--- config.mk ---
export PLATFORM = sky130hd
export DESIGN_NAME = pcm_sample_uart_framer_top_flat
export DESIGN_NICKNAME = d
export VERILOG_FILES = /design/src/hdl/psuf_pkg.sv /design/src/hdl/psuf_word_if.sv /design/src/hdl/psuf_byte_if.sv /design/src/hdl/psuf_front.sv /design/src/hdl/psuf_fifo.sv /design/src/hdl/psuf_back.sv /design/src/hdl/pcm_sample_uart_framer_top.sv /design/src/flat_wrapper.sv
export SDC_FILE = /design/constraint.sdc
export NUM_CORES = 1
export LEC_CHECK = 0
export BUFFER_PORTS_ARGS = -buffer_cell sky130_fd_sc_hd__buf_2
export CORE_MARGIN = 5
export CORE_UTILIZATION = 55
export CTS_CLUSTER_DIAMETER = 50
export DETAILED_ROUTE_END_ITERATION = 8
export HOLD_SLACK_MARGIN = 0.1
export PLACE_DENSITY = 0.73
export SLEW_MARGIN = 20
export SYNTH_ARGS = -nofsm -noshare
export SYNTH_HDL_FRONTEND = slang
export SYNTH_SLANG_ARGS = --single-unit
--- constraint.sdc ---
create_clock -name clk_i -period 6.9 [get_ports clk_i]
set_input_delay 1.035 -clock clk_i [delete_from_list [all_inputs] [get_ports clk_i]]
set_output_delay 1.035 -clock clk_i [all_outputs]
set_load 0.01 [all_outputs]
--- src/hdl/psuf_pkg.sv ---
`timescale 1ns / 1ps
// ----------------------------------------------------------------------------
// psuf_pkg
// Shared types and constants of the PCM sample byte framer.
// ----------------------------------------------------------------------------
package psuf_pkg;

  localparam int unsigned WordW    = 32;
  localparam int unsigned ByteW    = 8;
  localparam int unsigned CountW   = 15;
  localparam int unsigned LenW     = 16;
  localparam int unsigned SampleLo = 16;

  localparam logic [ByteW-1:0]  SYNC_FIRST          = 8'hA5;
  localparam logic [ByteW-1:0]  SYNC_SECOND         = 8'h5A;
  localparam logic [CountW-1:0] FRAME_SAMPLES_RESET = 15'd160;

  // Byte slots of one command, in stream order
  localparam int unsigned NSlots        = 8;
  localparam int unsigned SLOT_CSUM_PRE  = 0;
  localparam int unsigned SLOT_SYNC0     = 1;
  localparam int unsigned SLOT_SYNC1     = 2;
  localparam int unsigned SLOT_LEN_LO    = 3;
  localparam int unsigned SLOT_LEN_HI    = 4;
  localparam int unsigned SLOT_SMP_LO    = 5;
  localparam int unsigned SLOT_SMP_HI    = 6;
  localparam int unsigned SLOT_CSUM_POST = 7;

  localparam int unsigned FifoDepth = 4;
  localparam int unsigned FifoAw    = $clog2(FifoDepth);

  typedef logic [CountW-1:0] frame_cnt_t;
  typedef logic [ByteW-1:0]  byte_t;

  typedef struct packed {
    logic [NSlots-1:0]             mask;
    logic [NSlots-1:0][ByteW-1:0]  bytes;
  } psuf_cmd_t;

  typedef struct packed {
    logic full;
    logic empty;
  } psuf_fifo_stat_t;

endpackage

--- src/hdl/psuf_word_if.sv ---
`timescale 1ns / 1ps
// ----------------------------------------------------------------------------
// psuf_word_if
// Valid/ready channel carrying raw I2S receive words.
// ----------------------------------------------------------------------------
interface psuf_word_if;
  import psuf_pkg::*;

  logic             valid;
  logic             ready;
  logic [WordW-1:0] i2s_word;

  modport source (output valid, output i2s_word, input ready);
  modport sink   (input valid, input i2s_word, output ready);

endinterface

--- src/hdl/psuf_byte_if.sv ---
`timescale 1ns / 1ps
// ----------------------------------------------------------------------------
// psuf_byte_if
// Valid/ready channel carrying framed stream bytes.
// ----------------------------------------------------------------------------
interface psuf_byte_if;
  import psuf_pkg::*;

  logic             valid;
  logic             ready;
  logic [ByteW-1:0] out_byte;
  logic             frame_end;
  logic             run_last;

  modport source (output valid, output out_byte, output frame_end, output run_last,
                  input ready);
  modport sink   (input valid, input out_byte, input frame_end, input run_last,
                  output ready);

endinterface

--- src/hdl/psuf_front.sv ---
`timescale 1ns / 1ps
// ----------------------------------------------------------------------------
// psuf_front
// Accepts I2S words, keeps the frame state and turns each word into a
// command listing the stream bytes it causes.
// ----------------------------------------------------------------------------
module psuf_front (
  input  logic                clk_i,
  input  logic                rst_ni,
  input  logic                cfg_we_i,
  input  psuf_pkg::frame_cnt_t cfg_wdata_i,
  psuf_word_if.sink           word_i,
  input  logic                full_i,
  output logic                push_o,
  output psuf_pkg::psuf_cmd_t cmd_o
);
  import psuf_pkg::*;

  frame_cnt_t frame_samples_q;
  logic       phase_q, phase_d;
  frame_cnt_t sif_q, sif_d;
  byte_t      xor_q, xor_d;
  logic       pending_q, pending_d;

  logic       accept;
  logic       keep;
  frame_cnt_t eff;
  frame_cnt_t sif_inc;
  logic       header_now;
  logic       frame_done;
  logic [LenW-1:0] len;
  byte_t      smp_lo, smp_hi;
  byte_t      xor_base, xor_new;

  assign word_i.ready = !full_i;
  assign accept       = word_i.valid && word_i.ready;
  assign keep         = !phase_q;

  always_comb begin
    eff        = (frame_samples_q == '0) ? frame_cnt_t'(1) : frame_samples_q;
    header_now = (sif_q == '0);
    sif_inc    = sif_q + frame_cnt_t'(1);
    frame_done = (sif_inc >= eff);
    len        = {eff, 1'b0};
    smp_lo     = word_i.i2s_word[SampleLo +: ByteW];
    smp_hi     = word_i.i2s_word[SampleLo + ByteW +: ByteW];
    xor_base   = pending_q ? '0 : xor_q;
    xor_new    = xor_base ^ smp_lo ^ smp_hi;

    cmd_o.mask                   = '0;
    cmd_o.mask[SLOT_CSUM_PRE]    = pending_q;
    cmd_o.mask[SLOT_SYNC0]       = keep && header_now;
    cmd_o.mask[SLOT_SYNC1]       = keep && header_now;
    cmd_o.mask[SLOT_LEN_LO]      = keep && header_now;
    cmd_o.mask[SLOT_LEN_HI]      = keep && header_now;
    cmd_o.mask[SLOT_SMP_LO]      = keep;
    cmd_o.mask[SLOT_SMP_HI]      = keep;
    cmd_o.mask[SLOT_CSUM_POST]   = keep && frame_done && !header_now;

    cmd_o.bytes                  = '0;
    cmd_o.bytes[SLOT_CSUM_PRE]   = xor_q;
    cmd_o.bytes[SLOT_SYNC0]      = SYNC_FIRST;
    cmd_o.bytes[SLOT_SYNC1]      = SYNC_SECOND;
    cmd_o.bytes[SLOT_LEN_LO]     = len[ByteW-1:0];
    cmd_o.bytes[SLOT_LEN_HI]     = len[LenW-1:ByteW];
    cmd_o.bytes[SLOT_SMP_LO]     = smp_lo;
    cmd_o.bytes[SLOT_SMP_HI]     = smp_hi;
    cmd_o.bytes[SLOT_CSUM_POST]  = xor_new;

    // drop words that cause no byte at all
    push_o = accept && (cmd_o.mask != '0);

    phase_d   = phase_q;
    sif_d     = sif_q;
    xor_d     = xor_q;
    pending_d = pending_q;
    if (accept) begin
      phase_d   = !phase_q;
      xor_d     = xor_base;
      pending_d = 1'b0;
      if (keep) begin
        sif_d = frame_done ? '0 : sif_inc;
        xor_d = (frame_done && !header_now) ? '0 : xor_new;
        // one-sample frame: hold the checksum for the next transfer
        pending_d = frame_done && header_now;
      end
    end
  end

  always_ff @(posedge clk_i or negedge rst_ni) begin
    if (!rst_ni) begin
      frame_samples_q <= FRAME_SAMPLES_RESET;
      phase_q         <= 1'b0;
      sif_q           <= '0;
      xor_q           <= '0;
      pending_q       <= 1'b0;
    end else begin
      if (cfg_we_i) begin
        frame_samples_q <= cfg_wdata_i;
      end
      phase_q   <= phase_d;
      sif_q     <= sif_d;
      xor_q     <= xor_d;
      pending_q <= pending_d;
    end
  end

endmodule

--- src/hdl/psuf_fifo.sv ---
`timescale 1ns / 1ps
// ----------------------------------------------------------------------------
// psuf_fifo
// Short command queue between the front and back parts.
// ----------------------------------------------------------------------------
module psuf_fifo (
  input  logic                     clk_i,
  input  logic                     rst_ni,
  input  logic                     push_i,
  input  psuf_pkg::psuf_cmd_t      cmd_i,
  input  logic                     pop_i,
  output psuf_pkg::psuf_cmd_t      cmd_o,
  output psuf_pkg::psuf_fifo_stat_t stat_o
);
  import psuf_pkg::*;

  psuf_cmd_t         mem_q [FifoDepth];
  logic [FifoAw:0]   wptr_q, wptr_d;
  logic [FifoAw:0]   rptr_q, rptr_d;

  always_comb begin
    stat_o.empty = (wptr_q == rptr_q);
    stat_o.full  = (wptr_q[FifoAw] != rptr_q[FifoAw]) &&
                   (wptr_q[FifoAw-1:0] == rptr_q[FifoAw-1:0]);
    cmd_o        = mem_q[rptr_q[FifoAw-1:0]];
    wptr_d       = wptr_q + (FifoAw+1)'(push_i);
    rptr_d       = rptr_q + (FifoAw+1)'(pop_i);
  end

  always_ff @(posedge clk_i) begin
    if (push_i) begin
      mem_q[wptr_q[FifoAw-1:0]] <= cmd_i;
    end
  end

  always_ff @(posedge clk_i or negedge rst_ni) begin
    if (!rst_ni) begin
      wptr_q <= '0;
      rptr_q <= '0;
    end else begin
      wptr_q <= wptr_d;
      rptr_q <= rptr_d;
    end
  end

endmodule

--- src/hdl/psuf_back.sv ---
`timescale 1ns / 1ps
// ----------------------------------------------------------------------------
// psuf_back
// Walks the byte slots of each command and sends one byte per cycle, while
// the byte sink is ready, through a registered output stage.
// ----------------------------------------------------------------------------
module psuf_back (
  input  logic                clk_i,
  input  logic                rst_ni,
  input  logic                fifo_empty_i,
  input  psuf_pkg::psuf_cmd_t cmd_i,
  output logic                pop_o,
  output logic                busy_o,
  psuf_byte_if.source         byte_o
);
  import psuf_pkg::*;

  logic [NSlots-1:0]            mask_q, mask_d;
  logic [NSlots-1:0][ByteW-1:0] bytes_q;
  logic                         out_valid_q, out_valid_d;
  byte_t                        out_byte_q, out_byte_d;
  logic                         frame_end_q, frame_end_d;
  logic                         run_last_q, run_last_d;

  logic              advance;
  logic              emit;
  logic [NSlots-1:0] sel;
  logic [NSlots-1:0] rem;
  byte_t             sel_byte;

  assign busy_o = (mask_q != '0);

  always_comb begin
    advance  = !out_valid_q || byte_o.ready;
    emit     = advance && (mask_q != '0);
    sel      = mask_q & (~mask_q + NSlots'(1));
    rem      = mask_q & ~sel;
    sel_byte = '0;
    for (int k = 0; k < NSlots; k++) begin
      sel_byte = sel_byte | (bytes_q[k] & {ByteW{sel[k]}});
    end

    out_valid_d = out_valid_q;
    out_byte_d  = out_byte_q;
    frame_end_d = frame_end_q;
    run_last_d  = run_last_q;
    if (advance) begin
      out_valid_d = emit;
      out_byte_d  = sel_byte;
      frame_end_d = sel[SLOT_CSUM_PRE] || sel[SLOT_CSUM_POST];
      run_last_d  = (rem == '0);
    end

    mask_d = emit ? rem : mask_q;
    // refill as soon as the current command has gone
    pop_o  = !fifo_empty_i && (mask_d == '0);
    if (pop_o) begin
      mask_d = cmd_i.mask;
    end
  end

  always_ff @(posedge clk_i) begin
    if (pop_o) begin
      bytes_q <= cmd_i.bytes;
    end
    out_byte_q  <= out_byte_d;
    frame_end_q <= frame_end_d;
    run_last_q  <= run_last_d;
  end

  always_ff @(posedge clk_i or negedge rst_ni) begin
    if (!rst_ni) begin
      mask_q      <= '0;
      out_valid_q <= 1'b0;
    end else begin
      mask_q      <= mask_d;
      out_valid_q <= out_valid_d;
    end
  end

  assign byte_o.valid     = out_valid_q;
  assign byte_o.out_byte  = out_byte_q;
  assign byte_o.frame_end = frame_end_q;
  assign byte_o.run_last  = run_last_q;

endmodule

--- src/hdl/pcm_sample_uart_framer_top.sv ---
`timescale 1ns / 1ps
// ----------------------------------------------------------------------------
// pcm_sample_uart_framer_top
// Frames left-channel PCM samples from I2S words into a checked byte stream.
// ----------------------------------------------------------------------------
// Every other input word, starting with the first after reset, is kept and its
// upper 16 bits sent as a sample, low byte first; a frame opens with A5 5A and
// the payload length and closes with the XOR of its payload bytes. An input
// word is taken whenever the four-entry command queue has room; the output
// side sends one byte per cycle from its output register while the byte sink
// is ready, so a kept word causes two bytes, four more when it opens a frame
// and one more when it closes one. A dropped word causes none, or one when it
// carries the held checksum of a one-sample frame. With the output side idle,
// a taken word passes the command queue, the slot mask register and the
// output register before its first byte is valid. Inside a frame a
// left/right pair yields two bytes, so the input runs at one word per cycle
// while the byte sink keeps up. The four header bytes and the checksum of
// each frame add five more bytes, and the input stalls while the queue is
// full. The run_last flag marks the last byte caused by an input word.
// ----------------------------------------------------------------------------
module pcm_sample_uart_framer_top (
  input  logic                 clk_i,
  input  logic                 rst_ni,
  input  logic                 cfg_we_i,
  input  psuf_pkg::frame_cnt_t cfg_wdata_i,
  psuf_word_if.sink            word_i,
  psuf_byte_if.source          byte_o
);
  import psuf_pkg::*;

  logic            push;
  logic            pop;
  logic            back_busy;
  psuf_cmd_t       cmd_in;
  psuf_cmd_t       cmd_out;
  psuf_fifo_stat_t fifo_st;

  psuf_front u_front (
    .clk_i       (clk_i),
    .rst_ni      (rst_ni),
    .cfg_we_i    (cfg_we_i),
    .cfg_wdata_i (cfg_wdata_i),
    .word_i      (word_i),
    .full_i      (fifo_st.full),
    .push_o      (push),
    .cmd_o       (cmd_in)
  );

  psuf_fifo u_fifo (
    .clk_i  (clk_i),
    .rst_ni (rst_ni),
    .push_i (push),
    .cmd_i  (cmd_in),
    .pop_i  (pop),
    .cmd_o  (cmd_out),
    .stat_o (fifo_st)
  );

  psuf_back u_back (
    .clk_i        (clk_i),
    .rst_ni       (rst_ni),
    .fifo_empty_i (fifo_st.empty),
    .cmd_i        (cmd_out),
    .pop_o        (pop),
    .busy_o       (back_busy),
    .byte_o       (byte_o)
  );

  // a checksum is always the last byte of its input word
  a_csum_closes_run: assert property (@(posedge clk_i) disable iff (!rst_ni)
    byte_o.valid && byte_o.frame_end |-> byte_o.run_last)
    else $error("checksum byte not flagged as last of its word");

  // the back part never sits idle while the queue holds a command
  a_back_refills: assert property (@(posedge clk_i) disable iff (!rst_ni)
    !fifo_st.empty && !back_busy |=> back_busy)
    else $error("queued command not picked up");

  // nothing is popped from an empty queue
  a_no_pop_empty: assert property (@(posedge clk_i) disable iff (!rst_ni)
    pop |-> !fifo_st.empty)
    else $error("pop from empty command queue");

endmodule
--- src/flat_wrapper.sv ---
// flat-port wrapper written by rule: the top's interface ports become plain ports
module pcm_sample_uart_framer_top_flat import psuf_pkg::*;
  (clk_i, rst_ni, cfg_we_i, cfg_wdata_i, word_i_valid, word_i_i2s_word, word_i_ready, byte_o_valid, byte_o_out_byte, byte_o_frame_end, byte_o_run_last, byte_o_ready);
  psuf_word_if word_i_i ();
  psuf_byte_if byte_o_i ();
  input  logic clk_i;
  input  logic rst_ni;
  input  logic cfg_we_i;
  input  psuf_pkg::frame_cnt_t cfg_wdata_i;
  input wire logic [$bits(word_i_i.valid)-1:0] word_i_valid;
  input wire logic [$bits(word_i_i.i2s_word)-1:0] word_i_i2s_word;
  output wire logic [$bits(word_i_i.ready)-1:0] word_i_ready;
  output wire logic [$bits(byte_o_i.valid)-1:0] byte_o_valid;
  output wire logic [$bits(byte_o_i.out_byte)-1:0] byte_o_out_byte;
  output wire logic [$bits(byte_o_i.frame_end)-1:0] byte_o_frame_end;
  output wire logic [$bits(byte_o_i.run_last)-1:0] byte_o_run_last;
  input wire logic [$bits(byte_o_i.ready)-1:0] byte_o_ready;
  assign word_i_i.valid = word_i_valid;
  assign word_i_i.i2s_word = word_i_i2s_word;
  assign word_i_ready = word_i_i.ready;
  assign byte_o_valid = byte_o_i.valid;
  assign byte_o_out_byte = byte_o_i.out_byte;
  assign byte_o_frame_end = byte_o_i.frame_end;
  assign byte_o_run_last = byte_o_i.run_last;
  assign byte_o_i.ready = byte_o_ready;
  pcm_sample_uart_framer_top u_core (.clk_i(clk_i), .rst_ni(rst_ni), .cfg_we_i(cfg_we_i), .cfg_wdata_i(cfg_wdata_i), .word_i(word_i_i), .byte_o(byte_o_i));
endmodule
==> out/results.ini, run 1 <==
[status]
status=finished, final reports clean

[min_path]
hold_depth=1
hold_class=reg -> reg

[timing]
post-route-min-period_ns=3.76
drv_slew=0
fin_tns_setup_ns=0
fin_ws_ns=3.14
setup_viol=0
maxSlewHeadroom_pct=28.5
hold_viol=0
fmax_ghz=0.266
worstMarginPinSlew_ns=1.07
fin_skew_ns=0.0229
rsz0062_at_grt=false
fin_crit_sh_pct=54.5

[logic_synthesis]
ys_seq_area_share_pct=72.3
synth.distinct_cells=51
ys_ff_latch=316
yosysWarnings=0
syn_nets=839
yosys.area.top_type=edfxtp_1
synth.cell_area_mm2=0.0127
synth_area_leaders=edfxtp_1, dfrtp_1, mux4_2
synth_edf_count=261
synthFlopType=edfxtp_1
yosys-top-cells-count=edfxtp_1, nand2_1, dfrtp_1
synth_top_area_share_pct=61.5
avgSynthCellArea_um2=16.6
synth.most_common_cell=edfxtp_1
syn_inst=766
synthArstFlopShare_pct=17.4

[worst_setup_path]
worstPathArrival_ns=4.18
crit_path_end_kind=flip-flop
cp.required_ns=7.32
critPathKind=reg -> reg
r2r_cells=8
startpoint_type=flip-flop
crit_path_max_fanout=53

[placement]
pre_cts_slack_ns=3.14
dp_hpwl_um=15300
dpl_cell_area_mm2=0.0132
place_congestion=0.781
port_buffers=47

[drt]
routedWlPerCell_um=22.2
viasPerCell=6.03
wl_um=24900
drtAntennaViolNets=0
drt-met1-wl_um=10500
wl_met2_um=12400
drt_iter0_drc=584
dr_total_vias=6755
highest_layer=met4
drt_pre_antenna_iters=5
post-route-drc-count=0
dr_wl_met3_um=1680

[pwr]
power_leakage_nw=5.11
swShare_pct=30.5
netSwitchingPower_mw=1.96
clkPwrFrac_pct=27.5
vdd_drop_max_v=0.000191
power.density_mw_per_mm2=447
comb_power_share_pct=24.9
power_frac_seq_pct=47.6
p_int_mw=4.46

[global_routing]
grt_antenna_before_repair=0
grt_pass1_vias=7013
grt_pass1_wl_um=40000
grt_max_degree=56
grtUsageTotal_pct=19.6
grt_overflow=0

[floorplanning]
rows=55
die_w_um=162
initial_core_util_pct=56.1
die-area_mm2=0.0263
pin_count=64
core_mm2=0.0227
dieHeight_um=162

[clock_network]
ctsResizeCount=0
clock-sinks=316
postCtsSetupRepairBufs=0
cts.path.max_buffers=3
clk_pin_slew_ns=0.06
cts_tree=yes
ctsHoldBuffers=0
cts_root_buf=clkbuf_16
clk_latency_ns=0.52
numCtsBuffers=35
htreeDepth=2

[cells_and_area]
num-fill-cells=1612
num_antenna_cells=0
syn_to_final_growth_pct=12.7
fin_area_mm2=0.0144
utilization_pct=63.2
drive_above_1_share_pct=21.8
nets=882

[job]
max-cap-violations=0

[through the flow]
stage	total power, mW	cells	hold WS [ns]
6_report	6.42	1121	0.494
5_1_grt	6.74	1121	0.512
4_1_cts	6.48	1121	0.497
3_5_place_dp	4.70	1057	0.486
3_3_place_gp	4.61	1057	0.471
2_1_floorplan	4.17	766	0.458
[state kept, by name, indices dropped and copies added, names as in the netlist]
| register | cells |
|---|---|
| u_core.u_back.byte_o.frame_end | 1 |
| u_core.u_back.byte_o.out_byte | 8 |
| u_core.u_back.byte_o.run_last | 1 |
| u_core.u_back.byte_o.valid | 1 |
| u_core.u_back.bytes_q | 47 |
| u_core.u_back.mask_q | 8 |
| u_core.u_fifo.mem_q | 204 |
| u_core.u_fifo.rptr_q | 3 |
| u_core.u_fifo.wptr_q | 3 |
| u_core.u_front.frame_samples_q | 15 |
| u_core.u_front.pending_q | 1 |
| u_core.u_front.phase_q | 1 |
| u_core.u_front.sif_q | 15 |
| u_core.u_front.xor_q | 8 |
[power groups by stage]
stage                     Combinational [mW]  Clock (mW)  Sequential, mW
after floorplan                         1.21           0            2.96
after global placement                  1.56           0            3.05
after detailed placement                1.61           0            3.09
after CTS                               1.62        1.80            3.06
after global routing                    1.75        1.89            3.10
final                                   1.60        1.77            3.06
[path summary, 6_finish.rpt]
| check | from | to | slack [ns] |
|---|---|---|---|
| worst max-delay path | u_core.u_back.mask_q[0] | u_core.u_fifo.rptr_q[2] | 3.14 |
| worst min-delay path | u_core.u_fifo.rptr_q[2] | u_core.u_fifo.rptr_q[2] | 0.49 |
| worst max register to register | u_core.u_back.mask_q[0] | u_core.u_fifo.rptr_q[2] | 3.14 |
| worst min register to register | u_core.u_fifo.rptr_q[2] | u_core.u_fifo.rptr_q[2] | 0.49 |
| max in group asynchronous | rst_ni | u_core.u_fifo.rptr_q[0] | 5.59 |
| min in group asynchronous | rst_ni | u_core.u_front.sif_q[1] | 0.70 |
[area by class of cell]
type	count	area, µm²	share of cell area [%]
Sequential cell	316	9220	64.2
Multi-Input combinational cell	378	3260	22.7
Clock buffer	47	972	6.77
Tap cell	285	357	2.48
Timing Repair Buffer	58	318	2.21
Clock inverter	17	149	1.04
Inverter	20	75.1	0.523
[worst max-delay path: stages, from the launching register on]
cell       delay, ns
dfrtp_1         0.73
nor4_4          0.65
nand2_1         0.44
a21o_1          0.34
a2111oi_4       0.29
buf_4           0.62
ha_1            0.28
ha_1            0.17
xor2_1          0.13
[logic make-up (layout without fill, tap and decap cells)]
logic type / count (synthesis) / in the layout / synth area share (%)
XOR/XNOR: 34 / 34 / 2.34
buffers and inverters: 72 / 142 / 2.19
AND/OR/NAND/NOR: 158 / 158 / 5.92
multiplexers: 54 / 54 / 9.28
flip-flops: 316 / 316 / 72.3
adder cells (fa/ha/maj): 23 / 23 / 2.23
AO/OA/AOI/OAI: 109 / 109 / 5.71
[cell usage in the layout (no fill, tap or decap), drive strengths merged, types with 3 or more instances in the layout]
cell | synthesis | routed
clkinv | 0 | 9
nor3 | 14 | 14
mux4 | 51 | 51
clkbuf | 44 | 47
nor2b | 14 | 14
mux2 | 3 | 3
edfxtp | 261 | 261
a221oi | 8 | 8
ha | 21 | 21
o22ai | 5 | 5
nor4 | 6 | 6
o21ai | 35 | 35
a22oi | 10 | 10
dfrtp | 53 | 53
xor2 | 10 | 10
nand3 | 9 | 9
clkinvlp | 0 | 3
a22o | 12 | 12
nor2 | 29 | 29
and3 | 3 | 3
xnor2 | 24 | 24
nand4 | 5 | 5
buf | 8 | 58
nand2 | 66 | 66
inv | 20 | 24
a21oi | 22 | 22
[metal layers]
metal | track usage [%] | vias up
met5 | 0 | -
met3 | 3.60 | 42
li1 | - | 3039
met2 | 32.3 | 231
met4 | 4.88 | 0
met1 | 27.7 | 3443
No activity file was read; power rests on OpenSTA's default activity.
==> run 2, diff against run 1 <==
Clock period 6.9 ns to 3.9 ns, I/O delays scaled along.
==> run 2 against run 1 <==
Sequential power up 76%. Clock power up 79%. Highest routed layer unchanged. Critical path type unchanged. Maximum frequency up 14%. Largest cell class unchanged.
==> out/results.ini, run 2 (synthesis gave the netlist of run 1 again) <==
[worst_setup_path]
worstPathArrival_ns=3.68  ; -0.50 ns
r2r-end=u_core.u_front.sif_q[6]
startpoint_type=flip-flop
r2r-start=u_core.u_front.sif_q[2]
rrSetupSlack_ns=0.59  ; -2.55 ns
critPathKind=reg -> reg
crit_path_end_kind=flip-flop
crit_path_max_fanout=16  ; -70%
r2r_cells=12  ; +4
cp.required_ns=4.27  ; -3.05 ns

[pwr]
vdd_drop_max_v=0.000492  ; +160%
p_int_mw=8.02  ; +80%
power.density_mw_per_mm2=795  ; +78%
swShare_pct=30.1  ; -0.46 points
clkPwrFrac_pct=27.6  ; about the same
comb_power_share_pct=25.5  ; +0.6 points
power_frac_seq_pct=46.9  ; -0.7 points
power_leakage_nw=5.16  ; +1.1%
power.total_mw=11.5  ; +79%
netSwitchingPower_mw=3.45  ; +76%

[global_routing]
grtUsageTotal_pct=19.8  ; +0.15 points
grt_overflow=0  ; unchanged
grt_pass1_vias=6921  ; -1.3%
grt_antenna_before_repair=0  ; unchanged
grt_max_degree=53  ; -5.4%
grt_pass1_wl_um=39500  ; -1.3%

[cells_and_area]
final_cell_mix=edfxtp_1, nand2_1, mux4_2, dfrtp_1, buf_2
syn_to_final_growth_pct=13.3
final_common_cell=edfxtp_1
fin_cells=1122  ; +0.089%
utilization_pct=63.6  ; +0.37 points
num-fill-cells=1573  ; -2.4%
num_antenna_cells=0  ; unchanged
nets=886  ; +0.45%
largest_reg_flops=204  ; unchanged
drive_above_1_share_pct=21.9  ; +0.093 points

[timing]
maxSlewHeadroom_pct=31.2  ; +2.6 points
post-route-min-period_ns=3.31  ; -0.453 ns
rsz0062_at_grt=false
hold_viol=0  ; unchanged
fin_crit_sh_pct=84.8  ; +30 points
worstMarginPinSlew_ns=1.03  ; -0.0412 ns
fmax_ghz=0.303  ; +14%
timing.hold.ws_ns=0.0870  ; -0.407 ns
fin_skew_ns=0.0276  ; +0.00474 ns
drv_slew=0  ; unchanged
setup_viol=0  ; unchanged

[floorplanning]
dieHeight_um=162  ; unchanged
pin_count=64  ; unchanged
die_w_um=162  ; unchanged
initial_core_util_pct=56.1  ; unchanged
die-area_mm2=0.0263  ; unchanged
rows=55  ; unchanged
core_mm2=0.0227  ; unchanged

[drt]
drt_iter0_drc=665  ; +14%
viasPerCell=6.03  ; about the same
drt_pre_antenna_iters=5  ; unchanged
post-route-drc-count=0  ; unchanged
drtAntennaViolNets=0  ; unchanged
wl_um=25200  ; +0.95%
dr_total_vias=6766  ; +0.16%
routedWlPerCell_um=22.4  ; +0.86%

[placement]
place_congestion=0.830  ; +6.2%
dp.cells=1062  ; +0.47%
dp_hpwl_um=15400  ; +0.93%
port_buffers=47  ; unchanged

[clock_network]
ctsHoldBuffers=0  ; unchanged
cts_tree=yes
cts_root_buf=clkbuf_16
clock-sinks=316  ; unchanged
ctsResizeCount=0  ; unchanged
htreeDepth=2  ; unchanged
postCtsSetupRepairBufs=0  ; unchanged
clk_latency_ns=0.52  ; about the same
clk_pin_slew_ns=0.06  ; about the same
cts.path.max_buffers=3  ; unchanged
numCtsBuffers=34  ; -2.9%

[min_path]
hold_class=in -> async

[job]
max-cap-violations=0  ; unchanged

[status]
status=finished, final reports clean

-- run 2: area by class of cell --
| class | count | area (µm²) | area share (%) |
|---|---|---|---|
| sequential | 316 | 9220 | 63.9 |
| multi-input combinational | 378 | 3280 | 22.7 |
| clock buffer | 40 | 895 | 6.20 |
| timing repair buffer | 63 | 387 | 2.68 |
| tap | 285 | 357 | 2.47 |
| clock inverter | 20 | 224 | 1.55 |
| inverter | 20 | 75.1 | 0.520 |
-- run 2: how the worst max path moves through the flow --
| stage | start | endpoint | slack (ns) |
|---|---|---|---|
| floorplan | u_core.u_fifo.rptr_q[0] | u_core.u_fifo.mem_q[1][0] | -0.04 |
| global placement | u_core.u_front.sif_q[0] | u_core.u_front.sif_q[6] | 0.71 |
| detailed placement | u_core.u_front.sif_q[2] | u_core.u_front.sif_q[6] | 0.67 |
| CTS | u_core.u_front.sif_q[2] | u_core.u_front.sif_q[6] | 0.63 |
| global route | u_core.u_front.sif_q[0] | u_core.u_front.sif_q[6] | 0.30 |
| finish | u_core.u_front.sif_q[2] | u_core.u_front.sif_q[6] | 0.59 |
-- run 2: routing by layer --
metal,wire length (µm),global-route usage (%),vias to the layer above
li1,-,-,3047
met1,10400,27.8,3445
met2,12700,32.5,241
met3,1650,3.96,33
met4,430,4.88,0
met5,0,0,-
-- run 2: power by group through the flow --
stage	Combinational (mW)	Sequential [mW]	Clock (mW)
global route	3.22	5.46	3.39
CTS	2.97	5.39	3.24
finish	2.92	5.38	3.17
global placement	2.86	5.37	0
floorplan	2.14	5.22	0
detailed placement	2.94	5.44	0
-- run 2: through the flow --
stage / TNS, ns / cell area (µm²) / setup WS [ns]
floorplan: -2.16 / 12800 / -0.0404
global placement: 0 / 13300 / 0.713
detailed placement: 0 / 13300 / 0.669
CTS: 0 / 14400 / 0.625
global route: 0 / 14400 / 0.304
finish: 0 / 14400 / 0.594
-- run 2: critical path, stage by stage, from the launching register on --
cell,delay [ns]
dfrtp_1,0.47
and4_1,0.32
nand4_1,0.26
nor2_1,0.20
xor2_1,0.25
ha_1,0.20
nand4_1,0.17
nor2_1,0.14
nand3_1,0.08
o211ai_1,0.33
buf_4,0.29
nor2_1,0.14
a221o_1,0.33
